### src/wsd_pkg.sv
// Shared types and constants for the windowed stuck detector.
// Used by the controller, the datapath and the top level; no dependencies.
`timescale 1ns / 1ps
`default_nettype none
package wsd_pkg;

  localparam int ODO_DEPTH_DEF = 64;
  localparam int CMD_DEPTH_DEF = 64;

  localparam int TIME_W     = 32;
  localparam int POS_W      = 24;
  localparam int SPEED_W    = 17;
  localparam int MAG_W      = 16;
  localparam int THR_W      = 16;
  localparam int MOVE_W     = 24;
  localparam int CFG_IDX_W  = 3;
  localparam int CFG_DATA_W = 24;
  localparam int D2_W       = 2 * (POS_W + 1);
  localparam int ROOT_W     = D2_W / 2;
  localparam int REM_W      = ROOT_W + 2;

  localparam int MIN_ODO = 2;
  localparam int MIN_CMD = 3;

  localparam logic [1:0] KIND_ODO     = 2'd0;
  localparam logic [1:0] KIND_SPEED   = 2'd1;
  localparam logic [1:0] KIND_TICK    = 2'd2;
  localparam logic [1:0] KIND_RECOVER = 2'd3;

  localparam logic [CFG_IDX_W-1:0] REG_WINDOW   = 3'd0;
  localparam logic [CFG_IDX_W-1:0] REG_SPEED    = 3'd1;
  localparam logic [CFG_IDX_W-1:0] REG_MOVE     = 3'd2;
  localparam logic [CFG_IDX_W-1:0] REG_HOLD     = 3'd3;
  localparam logic [CFG_IDX_W-1:0] REG_COOLDOWN = 3'd4;

  localparam logic [THR_W-1:0]  WINDOW_RST   = 16'd2000;
  localparam logic [THR_W-1:0]  SPEED_RST    = 16'd100;
  localparam logic [MOVE_W-1:0] MOVE_RST     = 24'd100;
  localparam logic [THR_W-1:0]  HOLD_RST     = 16'd1000;
  localparam logic [THR_W-1:0]  COOLDOWN_RST = 16'd3000;

  typedef enum logic [3:0] {
    S_IDLE, S_WR_ODO, S_WR_CMD, S_REC, S_PO_RD, S_PO_CK, S_PC_RD, S_PC_CK,
    S_SUM, S_DIV, S_BASE_RD, S_BASE_CK, S_DISP, S_SQI, S_SQRT, S_FINAL
  } state_t;

  typedef struct packed {
    logic load;
    logic wr_odo;
    logic wr_cmd;
    logic recover;
    logic pop_odo;
    logic pop_cmd;
    logic rd_odo_head;
    logic rd_cmd_head;
    logic sum_init;
    logic sum_step;
    logic div_init;
    logic div_step;
    logic disp_init;
    logic base_cap;
    logic disp_step;
    logic sqrt_init;
    logic sqrt_step;
    logic finish;
  } ctrl_t;

  typedef struct packed {
    logic [1:0] kind;
    logic odo_empty;
    logic cmd_empty;
    logic odo_old;
    logic cmd_old;
    logic sum_done;
    logic div_done;
    logic disp_needed;
    logic disp_done;
    logic sqrt_done;
    logic out_busy;
  } status_t;

endpackage
`default_nettype wire

### src/wsd_ctrl.sv
// Controller state machine of the windowed stuck detector.
// Depends on wsd_pkg; drives the datapath through wsd_pkg::ctrl_t.
`timescale 1ns / 1ps
`default_nettype none
module wsd_ctrl (
  input  wire logic             clk,
  input  wire logic             rst,
  input  wire logic             item_valid,
  input  wire logic [1:0]       command,
  input  wire wsd_pkg::status_t st,
  output wsd_pkg::ctrl_t        ctl,
  output logic                  item_stall
);

  wsd_pkg::state_t state, state_next;

  always_ff @(posedge clk) begin
    if (rst) begin
      state <= wsd_pkg::S_IDLE;
    end else begin
      state <= state_next;
    end
  end

  always_comb begin
    logic done_prune;
    done_prune = 1'b0;
    ctl        = '0;
    state_next = state;
    item_stall = (state != wsd_pkg::S_IDLE);
    case (state)
      wsd_pkg::S_IDLE: begin
        if (item_valid) begin
          ctl.load = 1'b1;
          case (command)
            wsd_pkg::KIND_ODO:   state_next = wsd_pkg::S_WR_ODO;
            wsd_pkg::KIND_SPEED: state_next = wsd_pkg::S_WR_CMD;
            wsd_pkg::KIND_TICK:  state_next = wsd_pkg::S_PO_RD;
            default:             state_next = wsd_pkg::S_REC;
          endcase
        end
      end
      wsd_pkg::S_WR_ODO: begin
        ctl.wr_odo = 1'b1;
        state_next = wsd_pkg::S_PO_RD;
      end
      wsd_pkg::S_WR_CMD: begin
        ctl.wr_cmd = 1'b1;
        state_next = wsd_pkg::S_PO_RD;
      end
      wsd_pkg::S_REC: begin
        ctl.recover = 1'b1;
        state_next  = wsd_pkg::S_IDLE;
      end
      wsd_pkg::S_PO_RD: begin
        if (st.odo_empty) begin
          state_next = wsd_pkg::S_PC_RD;
        end else begin
          ctl.rd_odo_head = 1'b1;
          state_next      = wsd_pkg::S_PO_CK;
        end
      end
      wsd_pkg::S_PO_CK: begin
        if (st.odo_old) begin
          ctl.pop_odo = 1'b1;
          state_next  = wsd_pkg::S_PO_RD;
        end else begin
          state_next = wsd_pkg::S_PC_RD;
        end
      end
      wsd_pkg::S_PC_RD: begin
        if (st.cmd_empty) begin
          done_prune = 1'b1;
        end else begin
          ctl.rd_cmd_head = 1'b1;
          state_next      = wsd_pkg::S_PC_CK;
        end
      end
      wsd_pkg::S_PC_CK: begin
        if (st.cmd_old) begin
          ctl.pop_cmd = 1'b1;
          state_next  = wsd_pkg::S_PC_RD;
        end else begin
          done_prune = 1'b1;
        end
      end
      wsd_pkg::S_SUM: begin
        if (st.sum_done) begin
          ctl.div_init = 1'b1;
          state_next   = wsd_pkg::S_DIV;
        end else begin
          ctl.sum_step = 1'b1;
        end
      end
      wsd_pkg::S_DIV: begin
        if (st.div_done) begin
          ctl.disp_init = 1'b1;
          state_next    = st.disp_needed ? wsd_pkg::S_BASE_RD : wsd_pkg::S_SQI;
        end else begin
          ctl.div_step = 1'b1;
        end
      end
      wsd_pkg::S_BASE_RD: begin
        ctl.rd_odo_head = 1'b1;
        state_next      = wsd_pkg::S_BASE_CK;
      end
      wsd_pkg::S_BASE_CK: begin
        ctl.base_cap = 1'b1;
        state_next   = wsd_pkg::S_DISP;
      end
      wsd_pkg::S_DISP: begin
        if (st.disp_done) begin
          state_next = wsd_pkg::S_SQI;
        end else begin
          ctl.disp_step = 1'b1;
        end
      end
      wsd_pkg::S_SQI: begin
        ctl.sqrt_init = 1'b1;
        state_next    = wsd_pkg::S_SQRT;
      end
      wsd_pkg::S_SQRT: begin
        if (st.sqrt_done) begin
          state_next = wsd_pkg::S_FINAL;
        end else begin
          ctl.sqrt_step = 1'b1;
        end
      end
      wsd_pkg::S_FINAL: begin
        if (!st.out_busy) begin
          ctl.finish = 1'b1;
          state_next = wsd_pkg::S_IDLE;
        end
      end
      default: state_next = wsd_pkg::S_IDLE;
    endcase
    // Only a tick goes on to the statistics once both queues are pruned.
    if (done_prune) begin
      if (st.kind == wsd_pkg::KIND_TICK) begin
        ctl.sum_init = 1'b1;
        state_next   = wsd_pkg::S_SUM;
      end else begin
        state_next = wsd_pkg::S_IDLE;
      end
    end
  end

endmodule
`default_nettype wire

### config.mk
export PLATFORM = sky130hd
export DESIGN_NAME = wsd_ctrl
export DESIGN_NICKNAME = d
export VERILOG_FILES = /design/src/wsd_pkg.sv /design/src/wsd_ctrl.sv
export SDC_FILE = /design/constraint.sdc
export NUM_CORES = 1
export LEC_CHECK = 0
export BUFFER_PORTS_ARGS = -buffer_cell sky130_fd_sc_hd__buf_2
export CAP_MARGIN = 5
export CORE_MARGIN = 4
export CORE_UTILIZATION = 27
export DETAILED_ROUTE_END_ITERATION = 10
export GPL_TIMING_DRIVEN = 1
export PLACE_DENSITY_LB_ADDON = 0.1
export SLEW_MARGIN = 30
export SYNTH_ARGS = -nofsm -noshare
export SYNTH_HDL_FRONTEND = slang
export SYNTH_SLANG_ARGS = --single-unit
### constraint.sdc
create_clock -name clk -period 2.1 [get_ports clk]
set_input_delay 0.42 -clock clk [delete_from_list [all_inputs] [get_ports clk]]
set_output_delay 0.42 -clock clk [all_outputs]
set_load 0.05 [all_outputs]
==> impl_metrics.tcl <==
set metrics [dict create \
    ys_warn_count 0 \
    grt_pass1_vias 709 \
    setup_tns_ps 0 \
    cts.htree.levels 1 \
    grt_overflow 0 \
    rsz0062_at_grt "no" \
    reg.largest.list "state: 4 flops" \
    p_per_area_mw_per_mm2 1421 \
    fin_skew_ps 2.242 \
    start_util 0.2929 \
    relSlewSlack 0.7313 \
    critPathMaxFanout 7 \
    synthArstFlopShare 0 \
    critical_path_arrival_ps 1590 \
    fp.dieH_um 55.07 \
    cts_buffer_depth 2 \
    drcViolationCount 0 \
    num-fill-cells 241 \
    cts_buffers 3 \
    leakage_uw 0.0004237 \
    cts_tree "built" \
    synthCells 88 \
    dieArea_mm2 0.003032 \
    routed_wl_mm 1.995 \
    synth_top_cell_area_share 0.1339 \
    ys_ff_latch 4 \
    hold_path_class "in2reg" \
    cp.required_ps 1680 \
    wire_per_inst_um 12.95 \
    cts_hold_buf 0 \
    nets 149 \
    synthTopCellsByArea "dfxtp_1 (13%), nor2_1 (7.5%), ha_1 (6.3%)" \
    synth_area_um2 598.1 \
    synthDistinctLibCells 33 \
    vias_per_cell 5.149 \
    tightest_slew_ps 402.2 \
    crit_path_start_kind "flop" \
    status "finished clean" \
    grt_pass1_wl_mm 3.187 \
    die_w_um 55.07 \
    syn_avg_cell_area_um2 6.796 \
    finalHoldWorstSlack_ps 396.0 \
    synth_fp_nets 108 \
    drive_above_1_share 0.4882 \
    grt_usage 0.1437 \
    drt_iter0_markers 28 \
    min_period_over_period 0.9591 \
    synth_edf_count 0 \
    path_clk_slew_ps 40 \
    setup_viol 0 \
    area_growth_pct 51.26 \
    post-place-ws_ps 195.7 \
    core_area_mm2 0.002042 \
    antenna_found_initial 0 \
    cts_sinks 4 \
    end_kind "output port" \
    seq_area_frac_synth 0.1339 \
    clock_latency_ps 230 \
    layout_setup_ws_ps 85.91 \
    peakVddDrop_uv 610.6 \
    grt_max_degree 13 \
    top_register "state" \
    netlist.top_cell.by_area "dfxtp_1" \
    ys.flop_type "dfxtp_1" \
    place_congestion 0.8137 \
    period_minus_slack_ps 2014 \
    maxSlewViolCount 0 \
    firstDrtPassIters 4 \
    io_buffers 35 \
    maxClockFrequency_ghz 0.4965 \
    core.rowCount 16 \
    drv_cap 0 \
    num_vias 793 \
    io_pins 36 \
    antennaDiodeCount 0 \
    drtAntennaViolNets 0 \
    dp_hpwl_mm 1.631 \
    largest_reg_flops 4 \
    final_hold_viol_count 0 \
    root_buffer "clkbuf_4" \
    critical_path_class "reg2out" \
]
## kinds of logic after synthesis
kind of cell,Yosys count,share of synthesized area
simple gates,43,0.3766
compound gates,21,0.2824
mux,1,0.01674
xor+xnor,1,0.01465
flops,4,0.1339
fa+ha+maj,3,0.06277
buf+inv,15,0.1130
## metrics by stage
step	total power, uW	area (um2)	std cells	utilization
6_report	1286	904.6	154	0.4430
5_1_grt	1383	904.6	154	0.4430
4_1_cts	1276	893.4	154	0.4375
3_5_place_dp	1176	870.8	151	0.4265
3_3_place_gp	1182	870.8	151	0.4265
2_1_floorplan	927.3	635.6	88	-
## cells in the mapped netlist, drive strengths merged (3+ instances only)
master   n
a21oi    6
buf      5
clkbuf   3
dfxtp    4
ha       3
inv      7
nand2    6
nand2b   5
nand3    3
nor2    12
nor3     7
nor4     3
o21ai    3
## cells in the final DEF (no fill, tap or decap), types with 2 or more instances in the layout
cell type and count:
nor3_1 4, inv_1 7, nand2_1 5, nand2b_1 5, o21ai_0 3, nand3_1 3
nor4_1 2, clkbuf_4 5, nor3_2 3, o211ai_1 2, nor2_1 10, a21oi_1 6
buf_2 33, a221oi_1 2, a211oi_1 2, buf_4 9, ha_1 3, dfxtp_2 3
## routing by layer
layer  track usage  vias up  part of all wire
met3      0.008043        0             0.058
met5             0        -                 0
met1        0.1949      369              0.48
li1              -      401                 -
met4       0.04858        0                 0
met2        0.2402       23              0.46
## worst paths after layout
path	startpoint	to	slack [ps]	depth (start not counted)
worst min-delay path	rst	state[0]$_SDFFE_PP0P_	400	2
worst max-delay path	state[1]$_SDFFE_PP0P_	ctl[9]	90	5
worst max register to register	state[2]$_SDFFE_PP0P_	state[2]$_SDFFE_PP0P_	230	5
worst min register to register	state[0]$_SDFFE_PP0P_	state[0]$_SDFFE_PP0P_	730	3
## critical path, cell delays in order (launching register included)
cell	delay, ps
dfxtp_1	360
buf_4	170
nand2_1	70
a211oi_1	290
and3b_1	240
clkbuf_4	230
## power by group
part / total, uW / switching [uW] / leakage, uW / internal, uW
logic: 995 / 646 / 0.000376 / 349
registers: 194 / 75.7 / 0.0000341 / 118
clock network: 97.1 / 33.0 / 0.0000138 / 64.0
total: 1290 / 754 / 0.000424 / 531
## cell type report
class                      instances  area, um2  share of cell area
clock buffer                       3      22.52             0.02490
inverter                           7      26.28             0.02905
multi-input combinational         69      490.5              0.5422
sequential                         4      83.83             0.09267
tap                               27      33.78             0.03734
timing repair buffer              44      247.7              0.2739
## repair_timing
item                                    in CTS  in global routing
resized for setup                            0                  6
endpoints found under the setup margin       0                  4
endpoints found under the hold margin        0                  0
setup buffers                                0                  0
Power figures use the tool's default switching activity.
